## config.mk

```make
export PLATFORM = sky130hd
export DESIGN_NAME = abf_div
export DESIGN_NICKNAME = d
export VERILOG_FILES = /design/src/rtl/core/alpha_bilateral_filter_core_assert.svh /design/src/rtl/core/abf_pkg.sv /design/src/rtl/core/abf_div.sv
export SDC_FILE = /design/constraint.sdc
export NUM_CORES = 1
export LEC_CHECK = 0
export CAP_MARGIN = 20
export CORE_MARGIN = 2
export CORE_UTILIZATION = 66
export DETAILED_ROUTE_END_ITERATION = 10
export DONT_BUFFER_PORTS = 1
export PLACE_DENSITY = 0.82
export SLEW_MARGIN = 20
export SYNTH_ARGS = -nofsm -noshare
export SYNTH_HDL_FRONTEND = slang
export SYNTH_SLANG_ARGS = --single-unit
```

## constraint.sdc

```tcl
create_clock -name clk -period 4.5 [get_ports clk]
set_input_delay 0 -clock clk [delete_from_list [all_inputs] [get_ports clk]]
set_output_delay 0 -clock clk [all_outputs]
set_load 0.02 [all_outputs]
```

## src/rtl/core/alpha_bilateral_filter_core_assert.svh

```systemverilog
// Assertion macros for the alpha bilateral filter core
`ifndef ALPHA_BILATERAL_FILTER_CORE_ASSERT_SVH
`define ALPHA_BILATERAL_FILTER_CORE_ASSERT_SVH

`ifndef SYNTHESIS
`define ABF_ASSERT(lbl, prop) \
  lbl: assert property (@(posedge clk) disable iff (!rst_n) prop) \
    else $error("abf assertion failed");
`define ABF_ASSERT_RST(lbl, prop) \
  lbl: assert property (@(posedge clk) prop) else $error("abf reset assertion failed");
`else
`define ABF_ASSERT(lbl, prop)
`define ABF_ASSERT_RST(lbl, prop)
`endif

`endif

```

## src/rtl/core/abf_pkg.sv

```systemverilog
package abf_pkg;

  localparam int MAX_WIDTH_DEF = 4096;
  localparam int PIX_W   = 8;
  localparam int CELL_W  = 9;
  localparam int FW_W    = 13;
  localparam int FH_W    = 16;
  localparam int QF_W    = 16;
  localparam int TOTAL_W = FW_W + FH_W;
  localparam int VW_W    = 11;
  localparam int KK_W    = 21;
  localparam int WGT_W   = 11;
  localparam int SUM_W   = 23;
  localparam int TSUM_W  = 15;
  localparam int NUM_W   = 24;
  localparam int ENABLE_THRESHOLD = 10;

  localparam logic [1:0] REG_FILTER_ON = 2'd0;
  localparam logic [1:0] REG_QUALITY   = 2'd1;
  localparam logic [1:0] REG_WIDTH     = 2'd2;
  localparam logic [1:0] REG_HEIGHT    = 2'd3;

  localparam logic [1:0] VSEL_S5  = 2'd0;
  localparam logic [1:0] VSEL_S10 = 2'd1;
  localparam logic [1:0] VSEL_S20 = 2'd2;

  typedef struct packed {
    logic               filter_en;
    logic               rad1;
    logic [1:0]         vsel;
    logic [FW_W-1:0]    w;
    logic [FH_W-1:0]    h;
    logic [TOTAL_W-1:0] total;
  } cfg_t;

  localparam logic [VW_W-1:0] VW_S5 [20] = '{
    11'd1024, 11'd1004, 11'd945, 11'd855, 11'd744, 11'd621, 11'd498, 11'd384,
    11'd285, 11'd203, 11'd139, 11'd91, 11'd57, 11'd35, 11'd20, 11'd11, 11'd6,
    11'd3, 11'd2, 11'd1};

  localparam logic [VW_W-1:0] VW_S10 [40] = '{
    11'd1024, 11'd1019, 11'd1004, 11'd979, 11'd945, 11'd904, 11'd855, 11'd801,
    11'd744, 11'd683, 11'd621, 11'd559, 11'd498, 11'd440, 11'd384, 11'd332,
    11'd285, 11'd241, 11'd203, 11'd168, 11'd139, 11'd113, 11'd91, 11'd73,
    11'd57, 11'd45, 11'd35, 11'd27, 11'd20, 11'd15, 11'd11, 11'd8, 11'd6,
    11'd4, 11'd3, 11'd2, 11'd2, 11'd1, 11'd1, 11'd1};

  localparam logic [VW_W-1:0] VW_S20 [79] = '{
    11'd1024, 11'd1023, 11'd1019, 11'd1013, 11'd1004, 11'd992, 11'd979, 11'd963,
    11'd945, 11'd925, 11'd904, 11'd880, 11'd855, 11'd829, 11'd801, 11'd773,
    11'd744, 11'd714, 11'd683, 11'd652, 11'd621, 11'd590, 11'd559, 11'd529,
    11'd498, 11'd469, 11'd440, 11'd412, 11'd384, 11'd358, 11'd332, 11'd308,
    11'd285, 11'd262, 11'd241, 11'd221, 11'd203, 11'd185, 11'd168, 11'd153,
    11'd139, 11'd125, 11'd113, 11'd102, 11'd91, 11'd81, 11'd73, 11'd65,
    11'd57, 11'd51, 11'd45, 11'd40, 11'd35, 11'd31, 11'd27, 11'd23, 11'd20,
    11'd18, 11'd15, 11'd13, 11'd11, 11'd10, 11'd8, 11'd7, 11'd6, 11'd5, 11'd4,
    11'd4, 11'd3, 11'd3, 11'd2, 11'd2, 11'd2, 11'd1, 11'd1, 11'd1, 11'd1,
    11'd1, 11'd1};

  function automatic logic [VW_W-1:0] vw_lookup(logic [1:0] vsel, logic [PIX_W-1:0] diff);
    logic [VW_W-1:0] v;
    v = '0;
    case (vsel)
      VSEL_S5:  if (diff < 8'd20) v = VW_S5[diff[4:0]];
      VSEL_S10: if (diff < 8'd40) v = VW_S10[diff[5:0]];
      default:  if (diff < 8'd79) v = VW_S20[diff[6:0]];
    endcase
    return v;
  endfunction

  function automatic logic [VW_W-1:0] gauss(logic rad1, logic [1:0] a);
    logic [VW_W-1:0] g;
    case (a)
      2'd0:    g = 11'd1024;
      2'd1:    g = rad1 ? 11'd621 : 11'd797;
      2'd2:    g = rad1 ? 11'd0 : 11'd377;
      default: g = 11'd0;
    endcase
    return g;
  endfunction

endpackage

```

## src/rtl/core/abf_div.sv

```systemverilog
module abf_div (
  input  logic                        clk,
  input  logic                        rst_n,
  input  logic                        start,
  input  logic [abf_pkg::NUM_W-1:0]   num,
  input  logic [abf_pkg::TSUM_W-1:0]  den,
  output logic                        done,
  output logic [abf_pkg::NUM_W-1:0]   quo
);

  localparam int CNT_W = $clog2(abf_pkg::NUM_W + 1);

  logic [abf_pkg::TSUM_W:0]   rem_r;
  logic [abf_pkg::NUM_W-1:0]  quo_r;
  logic [abf_pkg::TSUM_W-1:0] den_r;
  logic [CNT_W-1:0]           cnt_r;
  logic                       busy_r;
  logic                       done_r;
  logic [abf_pkg::TSUM_W+1:0] trial;

  assign trial = {rem_r, quo_r[abf_pkg::NUM_W-1]};
  assign done  = done_r;
  assign quo   = quo_r;

  always_ff @(posedge clk) begin
    if (!rst_n) begin
      busy_r <= 1'b0;
      done_r <= 1'b0;
      cnt_r  <= '0;
    end else begin
      done_r <= 1'b0;
      if (start) begin
        busy_r <= 1'b1;
        cnt_r  <= CNT_W'(abf_pkg::NUM_W);
        rem_r  <= '0;
        quo_r  <= num;
        den_r  <= den;
      end else if (busy_r) begin
        if (trial >= {2'b00, den_r}) begin
          rem_r <= (abf_pkg::TSUM_W+1)'(trial - {2'b00, den_r});
          quo_r <= {quo_r[abf_pkg::NUM_W-2:0], 1'b1};
        end else begin
          rem_r <= trial[abf_pkg::TSUM_W:0];
          quo_r <= {quo_r[abf_pkg::NUM_W-2:0], 1'b0};
        end
        cnt_r <= cnt_r - 1'b1;
        if (cnt_r == CNT_W'(1)) begin
          busy_r <= 1'b0;
          done_r <= 1'b1;
        end
      end
    end
  end

endmodule
```

==> results.json <==
{
  "io_pins": 67,
  "worst_pin_slew_ns": 0.677,
  "relSlewSlack_pct": 54.8,
  "area_growth_pct": 20.8,
  "worstPathMaxFanout": 4,
  "portBuffers": 0,
  "clk_pin_slew_ns": 0.08,
  "outcome": "completed",
  "die_height_um": 76.4,
  "async_flop_share_pct": 0,
  "antenna_cells": 0,
  "ant_nets": 0,
  "rsz0062_at_grt": "no",
  "drive_above_1_share_pct": 15.6,
  "first_iter_violations": 459,
  "clockBufferDepth": 2,
  "viasPerCell": 6.64,
  "synth.distinct_cells": 51,
  "min_period_ns": 2.77,
  "drt_pass1_iterations": 5,
  "cap_violations": 0,
  "vdd_drop_max_uv": 369,
  "cts_repair_resize_count": 0,
  "finClkSkew_ns": 0.0172,
  "yosysTopAreaCellShare_pct": 47.8,
  "finalSetupViolCount": 0,
  "cts_tree": "yes",
  "ys_top_cells_by_count": "edfxtp_1 (55), a21oi_1 (24), mux2_2 (23)",
  "final_nets": 401,
  "ys_ff_latch": 62,
  "syn-cell-area_um2": 3460,
  "cts_inserted_buffers": 9,
  "num_rows": 26,
  "initial_utilization_pct": 68.1,
  "worstPathArrival_ns": 2.97,
  "finalWirelength_um": 9250,
  "hold_violations": 0,
  "dieArea_um2": 5830,
  "wl_per_cell_um": 22.2,
  "overflow": 0,
  "p_leak_uw": 0.00158,
  "track_usage_pct": 33.3,
  "yosys_warnings": 0,
  "clock-root-buffer": "clkbuf_8",
  "max_freq_mhz": 361,
  "htree_levels": 3,
  "crit_path_end_kind": "flip-flop",
  "clock-sinks": 62,
  "grt_antenna_before_repair": 0,
  "grt_pass1_vias": 2875,
  "period_share_pct": 61.5,
  "drc": 0,
  "ys_seq_area_share_pct": 51.8,
  "fp.dieW_um": 76.4,
  "worstPathRequired_ns": 4.70,
  "gp_congestion": 0.938,
  "hold_slack_ns": 0.0468,
  "drv_slew": 0,
  "core-area_um2": 5070,
  "fin_util_pct": 82.3,
  "synth_edf_count": 55,
  "via_count": 2764,
  "syn_nets": 359,
  "hp-class": "in2reg",
  "synth_largest_area_cell": "edfxtp_1",
  "critical_path_class": "reg2reg",
  "grt_max_degree": 40,
  "fin_tns_setup_ns": 0,
  "grt_pass1_wl_um": 14800,
  "ys.flop_type": "edfxtp_1",
  "p_per_area_nw_per_um2": 427,
  "critPathLaunchType": "flip-flop",
  "yosys.cell_count.top_type": "edfxtp_1",
  "hpwl_um": 4890,
  "syn_area_per_cell_um2": 11.6,
  "synthTopCellsByArea": "edfxtp_1 (48%), mux2_2 (7.5%), ha_1 (6.2%)",
  "clkLatencyLatePin_ns": 0.36,
  "syn_inst": 299
}
## layer usage
metal,part of all wire (%),up-vias,GRT usage (%),wire length [µm]
li1,-,1212,-,-
met1,36,1286,41.3,3370
met2,48,225,53.8,4470
met3,12,41,11.4,1080
met4,3.6,0,13.5,336
met5,0,-,0,0
## cell type report
class                   instances  area, µm²
multi-input cells             202       1520
clock inverters                 7        128
inverters                      22       82.6
flip-flops and latches         62       1790
repair buffers                 44        445
clock buffers                   9        124
well taps                      70       87.6
fillers                       271        896
## cells by family (layout without fill, tap and decap cells)
family          count (synthesis)  in the layout  share of synthesized area (%)
xor+xnor                       11             11                           2.79
buf+inv                        35             82                           4.27
flops                          62             62                           51.8
simple gates                   68             68                           10.4
compound gates                 81             81                           16.2
fa+ha+maj                      18             18                           6.73
mux                            24             24                           7.78
## where the power goes
part	total [µW]	switching (µW)	internal (µW)
Combinational	407	234	173
Sequential	740	50.6	689
Clock	636	259	378
Total	1780	544	1240
## cells in the final DEF, fill, tap and decap left out, types with 2 or more instances in the layout
| master | count |
|---|---|
| xor2_1 | 3 |
| inv_1 | 22 |
| a21oi_2 | 2 |
| nor4b_1 | 2 |
| a211oi_2 | 4 |
| nor2b_1 | 2 |
| nand2b_1 | 4 |
| xnor2_1 | 8 |
| and4_1 | 2 |
| o211ai_1 | 3 |
| dlygate4sd3_1 | 41 |
| nor3_1 | 4 |
| nand2_1 | 15 |
| buf_4 | 2 |
| and2_1 | 3 |
| ha_1 | 17 |
| mux2_2 | 23 |
| a21oi_1 | 24 |
| o2111ai_1 | 2 |
| o21ai_0 | 4 |
| a21o_1 | 7 |
| nand3_1 | 10 |
| a211oi_1 | 4 |
| nor2_1 | 14 |
| bufinv_16 | 3 |
| a21boi_0 | 3 |
| inv_6 | 3 |
| dfxtp_1 | 7 |
| edfxtp_1 | 55 |
| o22ai_1 | 4 |
| clkbuf_8 | 9 |
| nand4_1 | 5 |
| o21a_1 | 2 |
| o21ai_1 | 12 |
| and3_1 | 2 |
## metrics by stage
stage	cell area, µm²	setup WS (ns)	power [µW]	cells
finish	4180	1.73	1780	416
global route	4180	1.63	1850	416
CTS	4180	1.82	1750	416
detailed placement	3500	1.85	1090	358
global placement	3500	1.89	1080	358
floorplan	3460	2.05	1030	299
## sequential cells by signal (all words and copies together), names as in the netlist
signal and cells:
rem_r 16, den_r 15, cnt_r 5, busy_r 1, done 1, quo 24
## timing repair
item                      in CTS  in global routing
hold buffers                  42                  0
hold endpoints to repair      59                  0
setup buffers                  0                  0
## worst paths after layout
path / start / to / slack (ns) / cells past startpoint
max reg2reg: quo[23]$_DFFE_PP_ / rem_r[8]$_SDFFCE_PP0P_ / 1.73 / 9
max: quo[23]$_DFFE_PP_ / rem_r[8]$_SDFFCE_PP0P_ / 1.73 / 9
min: start / rem_r[15]$_SDFFCE_PP0P_ / 0.05 / 2
min reg2reg: cnt_r[1]$_SDFFE_PP0P_ / cnt_r[1]$_SDFFE_PP0P_ / 0.58 / 2
## worst max-delay path, stage by stage, from the launching register on
cell and delay (ns):
edfxtp_1 0.54, inv_1 0.10, ha_1 0.26, fa_1 0.39, nand2b_1 0.19, a21oi_1 0.31
o21ba_1 0.18, nor3_1 0.04, or4b_1 0.47, a21oi_1 0.14
Power figures use the tool's default switching activity.
