**src/rtl/core/alpha_bilateral_filter_core_assert.svh**
```systemverilog
// Assertion macros for the alpha bilateral filter core
`ifndef ALPHA_BILATERAL_FILTER_CORE_ASSERT_SVH
`define ALPHA_BILATERAL_FILTER_CORE_ASSERT_SVH

`ifndef SYNTHESIS
`define ABF_ASSERT(lbl, prop) \
  lbl: assert property (@(posedge clk) disable iff (!rst_n) prop) \
    else $error("abf assertion failed");
`define ABF_ASSERT_RST(lbl, prop) \
  lbl: assert property (@(posedge clk) prop) else $error("abf reset assertion failed");
`else
`define ABF_ASSERT(lbl, prop)
`define ABF_ASSERT_RST(lbl, prop)
`endif

`endif

```
**src/rtl/core/abf_pkg.sv**
```systemverilog
package abf_pkg;

  localparam int MAX_WIDTH_DEF = 4096;
  localparam int PIX_W   = 8;
  localparam int CELL_W  = 9;
  localparam int FW_W    = 13;
  localparam int FH_W    = 16;
  localparam int QF_W    = 16;
  localparam int TOTAL_W = FW_W + FH_W;
  localparam int VW_W    = 11;
  localparam int KK_W    = 21;
  localparam int WGT_W   = 11;
  localparam int SUM_W   = 23;
  localparam int TSUM_W  = 15;
  localparam int NUM_W   = 24;
  localparam int ENABLE_THRESHOLD = 10;

  localparam logic [1:0] REG_FILTER_ON = 2'd0;
  localparam logic [1:0] REG_QUALITY   = 2'd1;
  localparam logic [1:0] REG_WIDTH     = 2'd2;
  localparam logic [1:0] REG_HEIGHT    = 2'd3;

  localparam logic [1:0] VSEL_S5  = 2'd0;
  localparam logic [1:0] VSEL_S10 = 2'd1;
  localparam logic [1:0] VSEL_S20 = 2'd2;

  typedef struct packed {
    logic               filter_en;
    logic               rad1;
    logic [1:0]         vsel;
    logic [FW_W-1:0]    w;
    logic [FH_W-1:0]    h;
    logic [TOTAL_W-1:0] total;
  } cfg_t;

  localparam logic [VW_W-1:0] VW_S5 [20] = '{
    11'd1024, 11'd1004, 11'd945, 11'd855, 11'd744, 11'd621, 11'd498, 11'd384,
    11'd285, 11'd203, 11'd139, 11'd91, 11'd57, 11'd35, 11'd20, 11'd11, 11'd6,
    11'd3, 11'd2, 11'd1};

  localparam logic [VW_W-1:0] VW_S10 [40] = '{
    11'd1024, 11'd1019, 11'd1004, 11'd979, 11'd945, 11'd904, 11'd855, 11'd801,
    11'd744, 11'd683, 11'd621, 11'd559, 11'd498, 11'd440, 11'd384, 11'd332,
    11'd285, 11'd241, 11'd203, 11'd168, 11'd139, 11'd113, 11'd91, 11'd73,
    11'd57, 11'd45, 11'd35, 11'd27, 11'd20, 11'd15, 11'd11, 11'd8, 11'd6,
    11'd4, 11'd3, 11'd2, 11'd2, 11'd1, 11'd1, 11'd1};

  localparam logic [VW_W-1:0] VW_S20 [79] = '{
    11'd1024, 11'd1023, 11'd1019, 11'd1013, 11'd1004, 11'd992, 11'd979, 11'd963,
    11'd945, 11'd925, 11'd904, 11'd880, 11'd855, 11'd829, 11'd801, 11'd773,
    11'd744, 11'd714, 11'd683, 11'd652, 11'd621, 11'd590, 11'd559, 11'd529,
    11'd498, 11'd469, 11'd440, 11'd412, 11'd384, 11'd358, 11'd332, 11'd308,
    11'd285, 11'd262, 11'd241, 11'd221, 11'd203, 11'd185, 11'd168, 11'd153,
    11'd139, 11'd125, 11'd113, 11'd102, 11'd91, 11'd81, 11'd73, 11'd65,
    11'd57, 11'd51, 11'd45, 11'd40, 11'd35, 11'd31, 11'd27, 11'd23, 11'd20,
    11'd18, 11'd15, 11'd13, 11'd11, 11'd10, 11'd8, 11'd7, 11'd6, 11'd5, 11'd4,
    11'd4, 11'd3, 11'd3, 11'd2, 11'd2, 11'd2, 11'd1, 11'd1, 11'd1, 11'd1,
    11'd1, 11'd1};

  function automatic logic [VW_W-1:0] vw_lookup(logic [1:0] vsel, logic [PIX_W-1:0] diff);
    logic [VW_W-1:0] v;
    v = '0;
    case (vsel)
      VSEL_S5:  if (diff < 8'd20) v = VW_S5[diff[4:0]];
      VSEL_S10: if (diff < 8'd40) v = VW_S10[diff[5:0]];
      default:  if (diff < 8'd79) v = VW_S20[diff[6:0]];
    endcase
    return v;
  endfunction

  function automatic logic [VW_W-1:0] gauss(logic rad1, logic [1:0] a);
    logic [VW_W-1:0] g;
    case (a)
      2'd0:    g = 11'd1024;
      2'd1:    g = rad1 ? 11'd621 : 11'd797;
      2'd2:    g = rad1 ? 11'd0 : 11'd377;
      default: g = 11'd0;
    endcase
    return g;
  endfunction

endpackage

```
**src/rtl/core/abf_cfg.sv**
```systemverilog
module abf_cfg #(
  parameter int MAX_WIDTH = abf_pkg::MAX_WIDTH_DEF
) (
  input  logic                clk,
  input  logic                rst_n,
  input  logic                cfg_psel,
  input  logic                cfg_penable,
  input  logic                cfg_pwrite,
  input  logic [3:0]          cfg_paddr,
  input  logic [31:0]         cfg_pwdata,
  output logic [31:0]         cfg_prdata,
  output logic                cfg_pready,
  output abf_pkg::cfg_t       cfg,
  output logic                restart
);

  logic                       filter_on_r;
  logic [abf_pkg::QF_W-1:0]   quality_r;
  logic [abf_pkg::FW_W-1:0]   width_r;
  logic [abf_pkg::FH_W-1:0]   height_r;
  logic [abf_pkg::TOTAL_W-1:0] total_r;
  logic [abf_pkg::FW_W-1:0]   eff_w;
  logic [abf_pkg::FH_W-1:0]   eff_h;
  logic                       wr;
  logic [1:0]                 idx;

  assign cfg_pready = 1'b1;
  assign wr  = cfg_psel && cfg_penable && cfg_pwrite;
  assign idx = cfg_paddr[3:2];
  assign restart = wr && (idx == abf_pkg::REG_WIDTH || idx == abf_pkg::REG_HEIGHT);

  always_comb begin
    if (width_r == '0) eff_w = abf_pkg::FW_W'(1);
    else if (32'(width_r) > MAX_WIDTH) eff_w = abf_pkg::FW_W'(MAX_WIDTH);
    else eff_w = width_r;
    eff_h = (height_r == '0) ? abf_pkg::FH_W'(1) : height_r;
  end

  always_ff @(posedge clk) begin
    if (!rst_n) begin
      filter_on_r <= 1'b0;
      quality_r   <= '0;
      width_r     <= abf_pkg::FW_W'(1);
      height_r    <= abf_pkg::FH_W'(1);
      total_r     <= abf_pkg::TOTAL_W'(1);
    end else begin
      total_r <= abf_pkg::TOTAL_W'(eff_w) * abf_pkg::TOTAL_W'(eff_h);
      if (wr) begin
        case (idx)
          abf_pkg::REG_FILTER_ON: filter_on_r <= cfg_pwdata[0];
          abf_pkg::REG_QUALITY:   quality_r   <= cfg_pwdata[15:0];
          abf_pkg::REG_WIDTH:     width_r     <= cfg_pwdata[12:0];
          abf_pkg::REG_HEIGHT:    height_r    <= cfg_pwdata[15:0];
          default: ;
        endcase
      end
    end
  end

  always_comb begin
    case (idx)
      abf_pkg::REG_FILTER_ON: cfg_prdata = {31'd0, filter_on_r};
      abf_pkg::REG_QUALITY:   cfg_prdata = {16'd0, quality_r};
      abf_pkg::REG_WIDTH:     cfg_prdata = {19'd0, width_r};
      abf_pkg::REG_HEIGHT:    cfg_prdata = {16'd0, height_r};
      default:                cfg_prdata = '0;
    endcase
  end

  always_comb begin
    cfg.filter_en = filter_on_r && (quality_r >= abf_pkg::QF_W'(abf_pkg::ENABLE_THRESHOLD));
    cfg.rad1      = quality_r < 16'd50;
    if (quality_r < 16'd20) cfg.vsel = abf_pkg::VSEL_S5;
    else if (quality_r < 16'd30) cfg.vsel = abf_pkg::VSEL_S10;
    else cfg.vsel = abf_pkg::VSEL_S20;
    cfg.w     = eff_w;
    cfg.h     = eff_h;
    cfg.total = total_r;
  end

endmodule

```
**config.mk**
```make
export PLATFORM = sky130hd
export DESIGN_NAME = abf_cfg
export DESIGN_NICKNAME = d
export VERILOG_FILES = /design/src/rtl/core/alpha_bilateral_filter_core_assert.svh /design/src/rtl/core/abf_pkg.sv /design/src/rtl/core/abf_cfg.sv
export SDC_FILE = /design/constraint.sdc
export NUM_CORES = 1
export LEC_CHECK = 0
export BUFFER_PORTS_ARGS = -buffer_cell sky130_fd_sc_hd__buf_2
export CAP_MARGIN = 20
export CORE_MARGIN = 2
export CORE_UTILIZATION = 45
export CTS_CLUSTER_DIAMETER = 50
export DETAILED_ROUTE_END_ITERATION = 10
export PLACE_DENSITY = 0.67
export SETUP_SLACK_MARGIN = 0.5
export SLEW_MARGIN = 15
export SYNTH_ARGS = -nofsm -noshare
export SYNTH_HDL_FRONTEND = slang
export SYNTH_SLANG_ARGS = --single-unit
export TNS_END_PERCENT = 100
```
**constraint.sdc**
```tcl
create_clock -name clk -period 5.6 [get_ports clk]
set_input_delay 0 -clock clk [delete_from_list [all_inputs] [get_ports clk]]
set_output_delay 0 -clock clk [all_outputs]
set_load 0.02 [all_outputs]
```
==> impl_metrics.tcl <==
set metrics [dict create \
    synth_cells 1196 \
    peakVddDrop_uv 134 \
    dp_hpwl_mm 18.5 \
    synth_area_sq_um 9960 \
    crit_family "adder cells" \
    ys_top_cells_by_count "nand2_1 (238), inv_1 (211), fa_1 (154)" \
    synth_top_area_cell "fa_1" \
    cellPowerDensity_nw_per_um2 103 \
    tightestPinTransition_ps 1140 \
    track_usage_pct 24.0 \
    tritoncts "done" \
    cp.required_ps 5880 \
    ys_seq_area_share_pct 15.1 \
    status "finished clean" \
    start_kind "flip-flop" \
    clk_transition_reported_paths_ps 80 \
    relSlewSlack_pct 23.7 \
    numCtsBuffers 9 \
    setup_viol_count_final 0 \
    cp-startpoint "width_r[12]$_SDFFE_PN0P_" \
    antenna_found_initial 0 \
    gp_congestion 0.876 \
    max_cap_violations 0 \
    period_share_pct 93.9 \
    n_antenna_cell 0 \
    die_w_um 153 \
    rr_startpoint "width_r[12]$_SDFFE_PN0P_" \
    whs_ps 67.3 \
    drive_gt1_share_pct 27.6 \
    cpMaxStageDelayCell "fa_1" \
    synth_edf_count 0 \
    first_global_vias 8986 \
    drv_slew 0 \
    critPathMaxFanout 6 \
    critPathKind "flip-flop to flip-flop" \
    finalClockSkew_ps 14.7 \
    hold_depth 2 \
    holdCritPathClass "primary input to flip-flop" \
    overflow 0 \
    layout_min_cycle_time_ps 5260 \
    wirelength_mm 27.3 \
    ioPinCount 137 \
    antenna_left 0 \
    synth_top_area_share_pct 30.9 \
    hold_start "rst_n" \
    worstSetupEndpointType "flip-flop" \
    root_buffer "clkbuf_16" \
    die_h_um 153 \
    ys_types 57 \
    p_leak_nw 6.22 \
    crit_path_frequent_cell "fa_1" \
    cts_buffer_depth 2 \
    h-tree-depth 3 \
    multi_input_area_sq_um 7970 \
    grt_max_degree 63 \
    max_freq_mhz 190 \
    cp.arrival_ps 5540 \
    path_cells "buf_12, buf_16, nor2b_4, buf_12, buf_8, buf_12, nand2_2, fa_1, fa_1, inv_2, fa_1, fa_1, inv_2, fa_1, inv_2, ha_4, buf_6, nand2_4, o21ai_4, nand3_2, a21oi_4, a211oi_4, o21ai_1, mux2i_1" \
    cts_sinks 75 \
    dr.first_iter.drc_count 402 \
    rsz0062_at_grt "true" \
    yosysWarnings 0 \
    synth_top_flop_cell "dfxtp_1" \
    async_flop_share_pct 0 \
    syn_area_per_cell_sq_um 8.33 \
    dr_total_vias 8474 \
    fill_cells 1951 \
    ys_top_cells_by_area "fa_1 (31%), dfxtp_1 (15%), ha_1 (9.3%)" \
    first_pass_iters 5 \
    whs_endpoint "total_r[0]$_SDFF_PN1_" \
    regArea_sq_um 1510 \
    wl_per_cell_um 16.7 \
    finalSetupTns_ps 0 \
    syn_to_final_growth_pct 26.4 \
    drc 0 \
    io_buffers 101 \
    clock_latency_ps 360 \
    ys_ff_latch 75 \
    viasPerCell 5.18 \
    initial_core_util_pct 45.8 \
    critPathBufInv 9 \
    final_nets 1621 \
    yosysMostFrequentCell "nand2_1" \
    num_rows 54 \
    core_area_sq_um 21800 \
    ff2ff_path_depth 24 \
    r2r_end "total_r[28]$_SDFF_PN0_" \
    dieArea_sq_um 23300 \
    grt_pass1_wl_mm 45.1 \
    r2r_setup_slack_ps 340 \
    hold_viol_final 0 \
    critPathMaxStageDelay_ps 560 \
]
[state kept, by name, summed over array words and instances (netlist names)]
signal       count
quality_r       16
total_r         29
width_r         13
filter_on_r      1
height_r        16
[cells in the final DEF (no fill, tap or decap), types with 8 or more instances in the layout]
master         Yosys  final
fa_1             154    145
buf_4             19     79
a21oi_1           68     49
xor2_1            10      9
a21oi_4            1     11
and2_1            98     94
buf_2              1    102
nand2_1          238    226
inv_2              1     23
buf_6              0     14
nand2_2            0      8
xnor2_1            9      8
inv_1            211    189
mux2_2            12     12
conb_1             2     17
nor2_1            29     27
a21o_1             9      9
mux2i_1            9      9
ha_4               0     16
dfxtp_1           75     71
a21oi_2            3     12
dlygate4sd3_1      0     16
ha_1              74     53
a22o_1            12     12
clkbuf_16          0      9
nor2b_4            0      8
fa_2               0      9
[stage by stage]
stage | worst slack, ps | std cells | power (mW) | instance area, sq um | util, %
after floorplan | 505 | 1211 | 0.647 | 10200 | -
after global placement | 190 | 1534 | 0.678 | 10800 | 49.6
after detailed placement | 121 | 1534 | 0.679 | 10800 | 49.6
after CTS | 373 | 1628 | 1.31 | 12400 | 56.8
after global routing | 187 | 1637 | 1.34 | 12600 | 57.9
final | 340 | 1637 | 1.30 | 12600 | 57.9
[worst max-delay path by stage]
stage               cells after the start                     end
floorplan                              20  total_r[26]$_SDFF_PN0_
global placement                       21  total_r[24]$_SDFF_PN0_
detailed placement                     19  total_r[26]$_SDFF_PN0_
CTS                                    21  total_r[25]$_SDFF_PN0_
global route                           21  total_r[24]$_SDFF_PN0_
finish                                 24  total_r[28]$_SDFF_PN0_
[layout make-up]
cell class                 count  share of cell area, %
timing repair buffer         223                   13.2
tap                          280                   2.78
multi-input combinational    831                   63.3
clock inverter                 7                  0.586
clock buffer                   9                   1.79
sequential                    75                   12.0
inverter                     212                   6.32
[metal layers]
| metal | GRT usage, % | vias up | share of wire (%) | routed length, um |
|---|---|---|---|---|
| met5 | 0 | - | 0 | 0 |
| met4 | 7.76 | 0 | 2.4 | 646 |
| met3 | 2.79 | 44 | 4.9 | 1340 |
| met2 | 42.3 | 258 | 51 | 13800 |
| met1 | 30.6 | 4261 | 42 | 11500 |
| li1 | - | 3911 | - | - |
[worst register-to-register path, delay by kind of cell (launching register included)]
| kind | cells | cell delay [ps] |
|---|---|---|
| adders and majority gates | 6 | 2760 |
| buffers and inverters | 9 | 880 |
| AOI/OAI and AO/OA | 4 | 560 |
| DFF | 1 | 380 |
| and+or+nand+nor | 4 | 380 |
| muxes | 1 | 210 |
[logic make-up (layout without fill, tap and decap cells)]
kind of cell    Yosys count  after routing  synth area share (%)
simple gates            416            417                  19.4
mux                      22             22                  2.49
compound gates          128            128                  8.60
flops                    75             75                  15.1
other cells               2             17                0.0754
xor+xnor                 19             19                  1.67
buf+inv                 306            451                  12.4
fa+ha+maj               228            228                  40.2
[power by group]
part | internal (mW) | switching [mW]
Combinational | 0.0580 | 0.0957
Clock | 0.317 | 0.287
Sequential | 0.539 | 0.00463
Total | 0.914 | 0.387
[timing repair]
item / in CTS / in global routing
setup endpoints to repair: 15 / 18
buffers inserted: 57 / 9
hold buffers: 16 / 0
hold endpoints to repair: 46 / 0
gates resized for setup: 132 / 37
pin swaps: 104 / 55
gates cloned: 5 / 0
Power figures use the tool's default switching activity.
